<file path="src/hdl/gsdc_pkg.sv">
// Package: shared types, register map and reset values for the gripper stall detector.
`timescale 1ns / 1ps

package gsdc_pkg;

    localparam int APB_ADDR_W = 5;
    localparam int APB_DATA_W = 32;

    // Register indexes (byte address = 4 * index)
    localparam logic [2:0] REG_SAMPLES   = 3'd0;
    localparam logic [2:0] REG_ZERO      = 3'd1;
    localparam logic [2:0] REG_THRESHOLD = 3'd2;
    localparam logic [2:0] REG_SETTLE    = 3'd3;
    localparam logic [2:0] REG_TIMEOUT   = 3'd4;

    // Reset values
    localparam logic [7:0]  RST_SAMPLES   = 8'd200;
    localparam logic [13:0] RST_ZERO      = 14'd8852;
    localparam logic [13:0] RST_THRESHOLD = 14'd499;
    localparam logic [15:0] RST_SETTLE    = 16'd500;
    localparam logic [15:0] RST_TIMEOUT   = 16'd5000;

    localparam logic [15:0] MS_MAX = 16'hFFFF;

    typedef enum logic [1:0] {
        OP_SAMPLE = 2'd0,
        OP_TICK   = 2'd1,
        OP_START  = 2'd2,
        OP_NONE   = 2'd3
    } op_t;

    typedef enum logic [1:0] {
        PH_IDLE   = 2'd0,
        PH_PRE    = 2'd1,
        PH_SETTLE = 2'd2,
        PH_MON    = 2'd3
    } phase_t;

    typedef struct packed {
        logic [7:0]  samples_per_average;
        logic [13:0] zero_offset_x16;
        logic [13:0] stall_threshold_x16;
        logic [15:0] settle_ms;
        logic [15:0] timeout_ms;
    } cfg_t;

    typedef struct packed {
        logic status;
        logic done_res;
        logic busy_res;
        logic drive_b;
        logic drive_a;
        logic motor_enable;
    } res_t;

endpackage

</file>
<file path="src/hdl/gsdc_regs.sv">
// APB configuration register file for the gripper stall detector.
`timescale 1ns / 1ps

module gsdc_regs (
    input  logic                            clk,
    input  logic                            rst_n,
    input  logic                            psel,
    input  logic                            penable,
    input  logic                            pwrite,
    input  logic [gsdc_pkg::APB_ADDR_W-1:0] paddr,
    input  logic [gsdc_pkg::APB_DATA_W-1:0] pwdata,
    output logic [gsdc_pkg::APB_DATA_W-1:0] prdata,
    output logic                            pready,
    output gsdc_pkg::cfg_t                  cfg
);
    import gsdc_pkg::*;

    cfg_t       cfg_reg;
    logic [2:0] idx;
    logic       wr_en;

    assign pready = 1'b1;
    assign idx    = paddr[4:2];
    assign wr_en  = psel & penable & pwrite & pready;
    assign cfg    = cfg_reg;

    always_ff @(posedge clk or negedge rst_n)
    begin
        if (!rst_n)
        begin
            cfg_reg.samples_per_average <= RST_SAMPLES;
            cfg_reg.zero_offset_x16     <= RST_ZERO;
            cfg_reg.stall_threshold_x16 <= RST_THRESHOLD;
            cfg_reg.settle_ms           <= RST_SETTLE;
            cfg_reg.timeout_ms          <= RST_TIMEOUT;
        end
        else if (wr_en)
        begin
            case (idx)
                REG_SAMPLES:   cfg_reg.samples_per_average <= pwdata[7:0];
                REG_ZERO:      cfg_reg.zero_offset_x16     <= pwdata[13:0];
                REG_THRESHOLD: cfg_reg.stall_threshold_x16 <= pwdata[13:0];
                REG_SETTLE:    cfg_reg.settle_ms           <= pwdata[15:0];
                REG_TIMEOUT:   cfg_reg.timeout_ms          <= pwdata[15:0];
                default:       ;
            endcase
        end
    end

    always_comb
    begin
        case (idx)
            REG_SAMPLES:   prdata = {24'd0, cfg_reg.samples_per_average};
            REG_ZERO:      prdata = {18'd0, cfg_reg.zero_offset_x16};
            REG_THRESHOLD: prdata = {18'd0, cfg_reg.stall_threshold_x16};
            REG_SETTLE:    prdata = {16'd0, cfg_reg.settle_ms};
            REG_TIMEOUT:   prdata = {16'd0, cfg_reg.timeout_ms};
            default:       prdata = '0;
        endcase
    end

endmodule

</file>
<file path="src/hdl/gsdc_core.sv">
// Run sequencer and window accumulators of the gripper stall detector.
`timescale 1ns / 1ps

module gsdc_core (
    input  logic           clk,
    input  logic           rst_n,
    input  logic           accept,
    input  gsdc_pkg::op_t  op,
    input  logic [9:0]     adc_sample,
    input  logic           open_request,
    input  gsdc_pkg::cfg_t cfg,
    output gsdc_pkg::res_t res
);
    import gsdc_pkg::*;

    // raw sample sum; offset and threshold are scaled by the count when the window closes
    phase_t             phase_reg,  phase_next;
    logic               dir_reg,    dir_next;
    logic [7:0]         cnt_reg,    cnt_next;
    logic [17:0]        sum_reg,    sum_next;
    logic [15:0]        ms_reg,     ms_next;
    logic               above_reg,  above_next;
    logic               status_reg, status_next;
    logic               done;

    logic [7:0]         win_len;
    logic [7:0]         cnt_inc;
    logic [17:0]        sum_inc;
    logic [21:0]        sum_x16;
    logic [21:0]        centre;
    logic [21:0]        thr_n;
    logic [21:0]        diff_abs;
    logic               win_above;
    logic [15:0]        ms_inc;
    logic               en;

    assign win_len   = (cfg.samples_per_average == 8'd0) ? 8'd1 : cfg.samples_per_average;
    assign cnt_inc   = cnt_reg + 8'd1;
    assign sum_inc   = sum_reg + {8'd0, adc_sample};
    assign sum_x16   = {sum_inc, 4'd0};
    // at most 255 samples, so every product fits in 22 bits
    assign centre    = {8'd0, cfg.zero_offset_x16} * {14'd0, cnt_inc};
    assign thr_n     = {8'd0, cfg.stall_threshold_x16} * {14'd0, cnt_inc};
    assign diff_abs  = (sum_x16 >= centre) ? (sum_x16 - centre) : (centre - sum_x16);
    assign win_above = diff_abs >= thr_n;
    assign ms_inc    = (ms_reg < MS_MAX) ? ms_reg + 16'd1 : ms_reg;

    always_ff @(posedge clk or negedge rst_n)
    begin
        if (!rst_n)
        begin
            phase_reg  <= PH_IDLE;
            dir_reg    <= 1'b0;
            cnt_reg    <= '0;
            sum_reg    <= '0;
            ms_reg     <= '0;
            above_reg  <= 1'b0;
            status_reg <= 1'b0;
        end
        else
        begin
            phase_reg  <= phase_next;
            dir_reg    <= dir_next;
            cnt_reg    <= cnt_next;
            sum_reg    <= sum_next;
            ms_reg     <= ms_next;
            above_reg  <= above_next;
            status_reg <= status_next;
        end
    end

    always_comb
    begin
        phase_next  = phase_reg;
        dir_next    = dir_reg;
        cnt_next    = cnt_reg;
        sum_next    = sum_reg;
        ms_next     = ms_reg;
        above_next  = above_reg;
        status_next = status_reg;
        done        = 1'b0;

        if (accept)
        begin
            case (op)
                OP_START:
                begin
                    if (phase_reg == PH_IDLE)
                    begin
                        dir_next   = open_request;
                        phase_next = PH_PRE;
                        cnt_next   = '0;
                        sum_next   = '0;
                        ms_next    = '0;
                        above_next = 1'b0;
                    end
                end
                OP_SAMPLE:
                begin
                    if ((phase_reg == PH_PRE) || (phase_reg == PH_MON))
                    begin
                        cnt_next = cnt_inc;
                        sum_next = sum_inc;
                        if (cnt_inc >= win_len)
                        begin
                            cnt_next = '0;
                            sum_next = '0;
                            if (phase_reg == PH_PRE)
                            begin
                                above_next = win_above;
                                phase_next = PH_SETTLE;
                                ms_next    = '0;
                                // no settle time: go straight to monitoring or finish
                                if (cfg.settle_ms == 16'd0)
                                begin
                                    ms_next = '0;
                                    if (win_above)
                                    begin
                                        phase_next  = PH_IDLE;
                                        status_next = 1'b0;
                                        done        = 1'b1;
                                    end
                                    else
                                    begin
                                        phase_next = PH_MON;
                                    end
                                end
                            end
                            else if (ms_reg > cfg.timeout_ms)
                            begin
                                phase_next  = PH_IDLE;
                                status_next = 1'b1;
                                ms_next     = '0;
                                done        = 1'b1;
                            end
                            else if (win_above)
                            begin
                                phase_next  = PH_IDLE;
                                status_next = 1'b0;
                                ms_next     = '0;
                                done        = 1'b1;
                            end
                        end
                    end
                end
                OP_TICK:
                begin
                    if (phase_reg == PH_SETTLE)
                    begin
                        ms_next = ms_inc;
                        if (ms_inc >= cfg.settle_ms)
                        begin
                            ms_next = '0;
                            if (above_reg)
                            begin
                                phase_next  = PH_IDLE;
                                status_next = 1'b0;
                                done        = 1'b1;
                            end
                            else
                            begin
                                phase_next = PH_MON;
                            end
                        end
                    end
                    else if (phase_reg == PH_MON)
                    begin
                        ms_next = ms_inc;
                    end
                end
                default: ;
            endcase
        end
    end

    assign en = (phase_next == PH_SETTLE) || (phase_next == PH_MON);

    always_comb
    begin
        res.motor_enable = en;
        res.drive_a      = en & ~dir_next;
        res.drive_b      = en & dir_next;
        res.busy_res     = (phase_next != PH_IDLE);
        res.done_res     = done;
        res.status       = status_next;
    end

`ifndef ASSERT_OFF
    a_start_enters_pre: assert property (@(posedge clk) disable iff (!rst_n)
        (accept && (op == OP_START) && (phase_reg == PH_IDLE)) |=> (phase_reg == PH_PRE))
        else $error("start from idle did not begin pre-measure");

    a_done_goes_idle: assert property (@(posedge clk) disable iff (!rst_n)
        (accept && done) |=> (phase_reg == PH_IDLE))
        else $error("finished run left sequencer busy");

    a_idle_clean: assert property (@(posedge clk) disable iff (!rst_n)
        (phase_reg == PH_IDLE) |-> ((cnt_reg == 8'd0) && (sum_reg == 18'd0)
                                    && (ms_reg == 16'd0)))
        else $error("accumulators not cleared while idle");
`endif

endmodule

</file>
<file path="src/hdl/gripper_stall_detect_controller_unit.sv">
// Top level of the gripper stall detector: stream ports, APB registers, output register.
`timescale 1ns / 1ps

// Channel   | Direction | Handshake                  | Payload
// ----------+-----------+----------------------------+-------------------------------------
// s_*       | in        | s_tvalid / s_tready        | s_tuser: operation; s_tdata: adc, dir
// m_*       | out       | m_tvalid / m_tready        | m_tdata: motor and run status flags
// APB       | in        | psel / penable, pready = 1 | five config registers at 4*index
//
// One request is taken per clock while s_tready is high; its result is loaded into the output register as it is taken.
// The state update and window test are one pass at the input: an add, two 14x8 products
// and a compare.
// s_tready drops only while a result waits in the output register and m_tready is low.
// rst_n (async, active low) clears the run state, the output valid and the registers
// to their reset values; no clearing pass is needed.
// Register writes, mid-run included, take effect from the next request.

module gripper_stall_detect_controller_unit (
    input  logic                            clk,
    input  logic                            rst_n,
    // APB configuration
    input  logic                            psel,
    input  logic                            penable,
    input  logic                            pwrite,
    input  logic [gsdc_pkg::APB_ADDR_W-1:0] paddr,
    input  logic [gsdc_pkg::APB_DATA_W-1:0] pwdata,
    output logic [gsdc_pkg::APB_DATA_W-1:0] prdata,
    output logic                            pready,
    // request stream
    input  logic                            s_tvalid,
    output logic                            s_tready,
    input  logic [15:0]                     s_tdata,  // [9:0] adc_sample, [10] open_request
    input  logic [1:0]                      s_tuser,  // [1:0] operation
    // result stream
    output logic                            m_tvalid,
    input  logic                            m_tready,
    output logic [7:0]                      m_tdata   // [0] motor_enable, [1] drive_a,
                                                      // [2] drive_b, [3] busy_res,
                                                      // [4] done_res, [5] status
);
    import gsdc_pkg::*;

    cfg_t cfg;
    res_t res;
    res_t res_reg;
    logic m_valid_reg;
    logic accept;

    assign s_tready = ~m_valid_reg | m_tready;
    assign accept   = s_tvalid & s_tready;

    gsdc_regs u_regs (
        .clk     (clk),
        .rst_n   (rst_n),
        .psel    (psel),
        .penable (penable),
        .pwrite  (pwrite),
        .paddr   (paddr),
        .pwdata  (pwdata),
        .prdata  (prdata),
        .pready  (pready),
        .cfg     (cfg)
    );

    gsdc_core u_core (
        .clk          (clk),
        .rst_n        (rst_n),
        .accept       (accept),
        .op           (op_t'(s_tuser)),
        .adc_sample   (s_tdata[9:0]),
        .open_request (s_tdata[10]),
        .cfg          (cfg),
        .res          (res)
    );

    // output register: loads on every accepted request, holds while stalled
    always_ff @(posedge clk or negedge rst_n)
    begin
        if (!rst_n)
        begin
            m_valid_reg <= 1'b0;
        end
        else if (accept)
        begin
            m_valid_reg <= 1'b1;
        end
        else if (m_tready)
        begin
            m_valid_reg <= 1'b0;
        end
    end

    always_ff @(posedge clk)
    begin
        if (accept)
        begin
            res_reg <= res;
        end
    end

    assign m_tvalid = m_valid_reg;
    assign m_tdata  = {2'b00, res_reg.status, res_reg.done_res, res_reg.busy_res,
                       res_reg.drive_b, res_reg.drive_a, res_reg.motor_enable};

endmodule

</file>
<file path="config.mk">
export PLATFORM = sky130hd
export DESIGN_NAME = gripper_stall_detect_controller_unit
export DESIGN_NICKNAME = d
export VERILOG_FILES = /design/src/hdl/gsdc_pkg.sv /design/src/hdl/gsdc_regs.sv /design/src/hdl/gsdc_core.sv /design/src/hdl/gripper_stall_detect_controller_unit.sv
export SDC_FILE = /design/constraint.sdc
export NUM_CORES = 1
export LEC_CHECK = 0
export BUFFER_PORTS_ARGS = -buffer_cell sky130_fd_sc_hd__buf_2
export CORE_MARGIN = 2
export CORE_UTILIZATION = 45
export CTS_CLUSTER_DIAMETER = 40
export DETAILED_ROUTE_END_ITERATION = 8
export PLACE_DENSITY = 0.71
export SLEW_MARGIN = 40
export SYNTH_ARGS = -nofsm -noshare
export SYNTH_HDL_FRONTEND = slang
export SYNTH_SLANG_ARGS = --single-unit
</file>
<file path="constraint.sdc">
create_clock -name clk -period 29.1 [get_ports clk]
set_clock_uncertainty 0.05 [all_clocks]
set_input_delay 5.82 -clock clk [delete_from_list [all_inputs] [get_ports clk]]
set_output_delay 5.82 -clock clk [all_outputs]
set_load 0.05 [all_outputs]
</file>
==> out/qor.csv, run 1 <==
stage,metric,value,unit
layout,syn_to_final_growth,7.89,%
layout,fin_nets,2332,
setup_path,crit_required,29.39,ns
clock_network,cts_buffers,17,
sta,finalMaxSlewViolations,0,
detailed_routing,ant_nets,0,
sta,fin_crit,13.54,ns
clock_network,post_cts_resized,0,
synthesis,syn_avg_cell_area,8.72,sq um
detailed_routing,vias,13400,
clock_network,cts_tree,yes,
setup_path,worst_setup_path_start_kind,input port,
power,leakage,9.33,nW
sta,finalHoldViolCount,0,
sta,rsz0062_at_grt,false,
layout,drive_above_1_share,0.111,
synthesis,ys_ff_latch,122,
detailed_routing,route.detailed.drc,0,
grt,grt_usage,0.225,
placed_design,numPortBuffers,62,
clock_network,hold_buffers,0,
setup_path,r2r-start,u_core.cnt_reg[0]$_DFFE_PN0P_,
sta,finalSetupViolations,0,
setup_path,slowest_stage,a2111oi_0,
sta,fin_tns_setup,0,ns
clock_network,htreeDepth,4,
synthesis,postSynthCellCount,1918,
setup_path,worst-r2r-cell-count,42,
min_path,hold_path_class,flip-flop to flip-flop,
synthesis,synth_largest_area_cell,fa_1,
sta,tightestPinTransition,0.871,ns
synthesis,yosys.area.top_type_share,0.176,
grt,grt_first_pass_wirelength,69.4,mm
detailed_routing,wl_per_cell,17.4,um
setup_path,arrival,13.82,ns
min_path,holdPathEnd,u_core.sum_reg[5]$_DFFE_PN0P_,
grt,grt_pass1_vias,13584,
detailed_routing,dr.pass1.iters,5,
layout,final_core_util,0.493,
synthesis,synthDistinctLibCells,75,
setup_path,critPathMaxFanout,29,
placed_design,numPlacedInstances,2379,
synthesis,seq_area_frac_synth,0.186,
clock_network,postCtsSetupBuffers,0,
floorplan,dieArea,38700,sq um
setup_path,critPathKind,input port to flip-flop,
floorplan,fp.dieW,197,um
synthesis,synth_edf_count,6,
clock_network,clk_pin_slew,0.07,ns
floorplan,die_h,197,um
sta,max_freq,0.0739,GHz
placed_design,gp_congestion,0.945,
min_path,holdPathStages,2,
outcome,status,"finished, final reports clean",
layout,fin_cells,2412,
sta,maxSlewHeadroom,0.404,
sta,whs,0.435,ns
clock_network,clock_path_buffers,2,
floorplan,start_util,0.457,
detailed_routing,routed_via_density,5.56,
detailed_routing,wirelength,41.9,mm
grt,gr-total-overflow,0,
min_path,min_from,u_core.sum_reg[5]$_DFFE_PN0P_,
synthesis,ys_top_cells_by_area,"fa_1 (18%), ha_1 (14%), dfrtp_1 (13%)",
flow_run,maxCapViolCount,0,
layout,largest_reg_flops,68,
power,p_total,1.27,mW
synthesis,netlist_area,16700,sq um
grt,grt_max_degree,47,
clock_network,clock_latency,0.47,ns
setup_path,critPathCaptureType,flip-flop,
setup_path,slowest_delay,0.78,ns
placed_design,place_hpwl,32.7,mm
grt,antenna_found_initial,1,
floorplan,fp.coreArea,36600,sq um
layout,layout_commonest_cell,inv_1,
layout,fillCellCount,3486,
detailed_routing,drt_iter0_drc,920,
clock_network,cts-root-buf,clkbuf_16,
sta,post-route-period-util,0.465,
floorplan,rows,70,
synthesis,synthArstFlopShare,0.951,
clock_network,cts_sinks,122,
synthesis,ys.flop_type,dfrtp_1,
floorplan,pin_count,105,
layout,mostFrequentLayoutCells,"inv_1 (259), nand2_1 (193), ha_1 (193)",
setup_path,ff2ff_setup_slack,16.95,ns
synthesis,synth_warnings,0,
power,ir_drop,0.0464,mV
power,powerDensity,70.1,nW/um^2
setup_path,rr_endpoint,m_tdata[2]$_DFFE_PP_,
-- cell families (layout without fill, tap and decap cells) --
logic type / after synthesis / count (layout) / share of synthesized area
fa+ha+maj: 340 / 340 / 0.320
buf+inv: 363 / 371 / 0.0865
flops: 122 / 122 / 0.186
simple gates: 562 / 562 / 0.172
compound gates: 367 / 367 / 0.141
other cells: 2 / 20 / 0.000449
xor+xnor: 90 / 90 / 0.0471
mux: 72 / 72 / 0.0466
-- stage by stage --
stage / cell area (sq um) / worst slack, ns
6_report: 18000 / 15.56
5_1_grt: 18000 / 14.90
4_1_cts: 18000 / 15.56
3_5_place_dp: 17500 / 15.14
3_3_place_gp: 17400 / 15.13
2_1_floorplan: 16800 / 15.27
-- metal layers --
metal	track usage	wire length, um
met3	0.0352	2410
met5	0	0
met4	0.0652	865
met1	0.303	18800
met2	0.374	19800
-- synthesized netlist by cell type, drive strengths merged (5+ instances only) --
cell	n
a211oi	11
a21o	48
a21oi	85
a22o	13
a22oi	9
a31oi	13
a41oi	5
and2	125
and3	17
and4	6
buf	31
clkbuf	72
dfrtp	90
dfstp	26
edfxtp	6
fa	147
ha	193
inv	260
mux2	47
mux2i	25
nand2	193
nand2b	36
nand3	30
nand4	9
nor2	62
nor2b	25
nor3	16
nor4	7
o211ai	6
o21a	6
o21ai	104
o21bai	10
o22ai	10
o31ai	10
or2	9
or3	11
or4	7
xnor2	51
xor2	39
-- worst max-delay path by stage --
stage / start / end / slack (ns) / depth (start not counted)
detailed placement: s_tdata[0] / u_core.ms_reg[3]$_DFFE_PN0P_ / 15.14 / 32
global placement: s_tdata[0] / u_core.ms_reg[3]$_DFFE_PN0P_ / 15.13 / 32
global route: s_tdata[1] / m_tdata[2]$_DFFE_PP_ / 14.90 / 30
CTS: s_tdata[0] / u_core.ms_reg[3]$_DFFE_PN0P_ / 15.56 / 32
floorplan: paddr[2] / prdata[10] / 15.27 / 5
finish: s_tdata[0] / u_core.ms_reg[3]$_DFFE_PN0P_ / 15.56 / 32
-- layout make-up --
cell class	instances	area, sq um	share of cell area
multi-input combinational	1450	12300	0.683
sequential	122	3120	0.173
inverter	260	976	0.0541
tap	468	586	0.0324
timing repair buffer	79	440	0.0244
clock buffer	17	425	0.0236
clock inverter	15	166	0.00922
antenna	1	2.50	0.000139
-- worst max-delay path, delay by kind of cell --
| kind | cells | cell delay (ns) |
|---|---|---|
| AO/OA/AOI/OAI | 17 | 4.59 |
| XOR/XNOR | 2 | 0.31 |
| adder cells (fa/ha/maj) | 4 | 1.36 |
| buffers and inverters | 4 | 0.86 |
| AND/OR/NAND/NOR | 5 | 0.85 |
-- where the power goes --
part	total, mW	switching [mW]	internal (mW)	leakage [nW]
sequential	0.254	0.0466	0.208	1.48
clock	0.219	0.103	0.116	0.294
combinational	0.792	0.469	0.324	7.55
Note: power is estimated with default switching activity, not from simulation.
==> run 2, diff against run 1 <==
- PLACE_DENSITY: 0.71 -> 0.73
- clock period: 29.1 -> 12.1 ns (I/O delays scaled with it)
==> run 2 against run 1 <==
Final cell count is essentially flat. Power grew 140%. Critical path depth grew 8. Global-route usage grew 0.22 points. Count of clock-buffer cells in the layout grew 1. Register-to-register slack lost 16 ns. Utilization shrank 0.22 points. Non-clock buffer count shrank 1. Setup slack lost 15 ns.
==> out/qor.csv, run 2 (synthesis results as in run 1) <==
stage,metric,value,unit,change
setup_path,slowest_delay,0.63,ns,was 0.78 ns
detailed_routing,drt_iter0_drc,910,,was 920
power,powerDensity,169,nW/um^2,was 70.1 nW/um^2
sta,rsz0062_at_grt,false,,unchanged
detailed_routing,route.detailed.drc,0,,unchanged
layout,fin_area,18000,sq um,about the same
grt,grt_first_pass_wirelength,70.7,mm,was 69.4 mm
power,ir_drop,0.139,mV,was 0.0464 mV
clock_network,cts_sinks,122,,unchanged
layout,fin_nets,2331,,was 2332
layout,largest_reg_flops,68,,unchanged
layout,final_core_util,0.491,,was 0.493
sta,fin_crit,11.42,ns,
grt,grt_pass1_vias,13859,,was 13584
sta,fin_tns_setup,0,ns,unchanged
sta,post-route-period-util,0.944,,
layout,syn_to_final_growth,7.41,%,was 7.89%
floorplan,die_h,197,um,unchanged
placed_design,gp_congestion,0.912,,was 0.945
setup_path,crit_family,compound AO/OA/AOI/OAI gates,,unchanged
power,leakage,9.28,nW,was 9.33 nW
placed_design,numPortBuffers,62,,unchanged
outcome,status,"finished, final reports clean",,unchanged
grt,grt_usage,0.227,,was 0.225
grt,gr-total-overflow,0,,unchanged
setup_path,cp.depth,40,,was 32
placed_design,place_worst_setup_slack,0.832,ns,was 15.14 ns
detailed_routing,ant_nets,0,,unchanged
grt,antenna_found_initial,0,,was 1
floorplan,fp.dieW,197,um,unchanged
layout,diodes,0,,was 1
setup_path,slowest_stage,o211ai_1,,was a2111oi_0
grt,grt_max_degree,68,,was 47
detailed_routing,vias,13482,,was 13400
setup_path,crit_required,12.24,ns,was 29.39 ns
layout,layout_commonest_cell,inv_1,,unchanged
placed_design,place_hpwl,33.0,mm,was 32.7 mm
clock_network,htreeDepth,4,,unchanged
clock_network,cts-root-buf,clkbuf_16,,unchanged
clock_network,cts_tree,yes,,unchanged
floorplan,start_util,0.457,,unchanged
layout,mostFrequentLayoutCells,"inv_1 (259), nand2_1 (193), ha_1 (193)",,unchanged
setup_path,cp_num_buf_inv,5,,was 4
clock_network,clock_path_buffers,2,,unchanged
setup_path,worst_setup_path_start_kind,flip-flop,,was input port
sta,timing.final.ws_setup,0.679,ns,was 15.56 ns
sta,maxSlewHeadroom,0.434,,was 0.404
clock_network,hold_buffers,0,,unchanged
flow_run,maxCapViolCount,0,,unchanged
setup_path,critPathKind,flip-flop to flip-flop,,was input port to flip-flop
sta,tightestPinTransition,0.849,ns,was 0.871 ns
sta,finalHoldViolCount,0,,unchanged
sta,finalSetupViolations,0,,unchanged
setup_path,critPathCaptureType,flip-flop,,unchanged
floorplan,dieArea,38700,sq um,unchanged
floorplan,fp.coreArea,36600,sq um,unchanged
clock_network,clk_pin_slew,0.07,ns,about the same
floorplan,pin_count,105,,unchanged
placed_design,post_dp_cell_area,17400,sq um,was 17500 sq um
clock_network,post_cts_resized,0,,unchanged
clock_network,cts_buffers,17,,unchanged
layout,drive_above_1_share,0.110,,was 0.111
setup_path,worst-r2r-cell-count,40,,was 42
setup_path,arrival,11.56,ns,was 13.82 ns
setup_path,critPathMaxFanout,14,,was 29
clock_network,postCtsSetupBuffers,0,,unchanged
clock_network,clock_latency,0.45,ns,was 0.47 ns
sta,finalMaxSlewViolations,0,,unchanged
power,p_total,3.03,mW,was 1.27 mW
min_path,hold_path_class,flip-flop to flip-flop,,unchanged
sta,max_freq,0.0876,GHz,
detailed_routing,dr.pass1.iters,5,,unchanged
floorplan,rows,70,,unchanged
min_path,holdPathStages,2,,unchanged
detailed_routing,wirelength,42.4,mm,was 41.9 mm
detailed_routing,wl_per_cell,17.6,um,was 17.4 um
detailed_routing,routed_via_density,5.59,,was 5.56
## run 2: cell types whose count changed in the layout (fill, tap and decap cells not counted), sizes merged
| cell | delta |
|---|---|
| clkinvlp | +6 |
| clkbuf | +1 |
| inv | -5 |
| diode | -1 |
| buf | -1 |
| clkinv | -2 |
## run 2: per-stage QoR
stage / hold WS, ns / cells
2_1_floorplan: 0.404 / 1935
3_3_place_gp: 0.416 / 2378
3_5_place_dp: 0.430 / 2378
4_1_cts: 0.445 / 2410
5_1_grt: 0.485 / 2410
6_report: 0.438 / 2410
## run 2: final timing paths
kind | start | end | slack, ns
max | u_core.cnt_reg[1]$_DFFE_PN0P_ | m_tdata[2]$_DFFE_PP_ | 0.68
min | u_core.sum_reg[2]$_DFFE_PN0P_ | u_core.sum_reg[2]$_DFFE_PN0P_ | 0.44
max reg2reg | u_core.cnt_reg[1]$_DFFE_PN0P_ | m_tdata[2]$_DFFE_PP_ | 0.68
min reg2reg | u_core.sum_reg[2]$_DFFE_PN0P_ | u_core.sum_reg[2]$_DFFE_PN0P_ | 0.44
max in group asynchronous | rst_n | u_regs.cfg[17]$_DFFE_PN0P_ | 8.95
min in group asynchronous | rst_n | u_core.sum_reg[1]$_DFFE_PN0P_ | 1.95
## run 2: area by class of cell
cell class | count | area, sq um
clock inverter | 14 | 116
timing repair buffer | 78 | 437
fill | 3426 | 18600
clock buffer | 18 | 429
tap | 468 | 586
multi-input combinational | 1450 | 12300
sequential | 122 | 3120
inverter | 260 | 976
## run 2: report_power, final
group / total, mW / internal, mW / switching [mW]
clock network: 0.509 / 0.267 / 0.242
logic: 1.91 / 0.781 / 1.13
registers: 0.614 / 0.500 / 0.115
## run 2: per-layer routing
layer	vias to the layer above	track usage	wire [um]
met5	-	0	0
met4	0	0.0730	1080
met3	58	0.0277	2290
met2	417	0.382	19900
met1	6632	0.305	19000
li1	6375	-	-
## run 2: worst register-to-register path: cells and delay by family, from the launching register on
kind                       cells  cell delay (ns)
adders and majority gates      8             3.30
DFF                            1             0.38
buffers and inverters          5             0.62
muxes                          1             0.20
and+or+nand+nor               10             2.09
AOI/OAI and AO/OA             13             3.77
xor gates and xnor gates       3             0.75
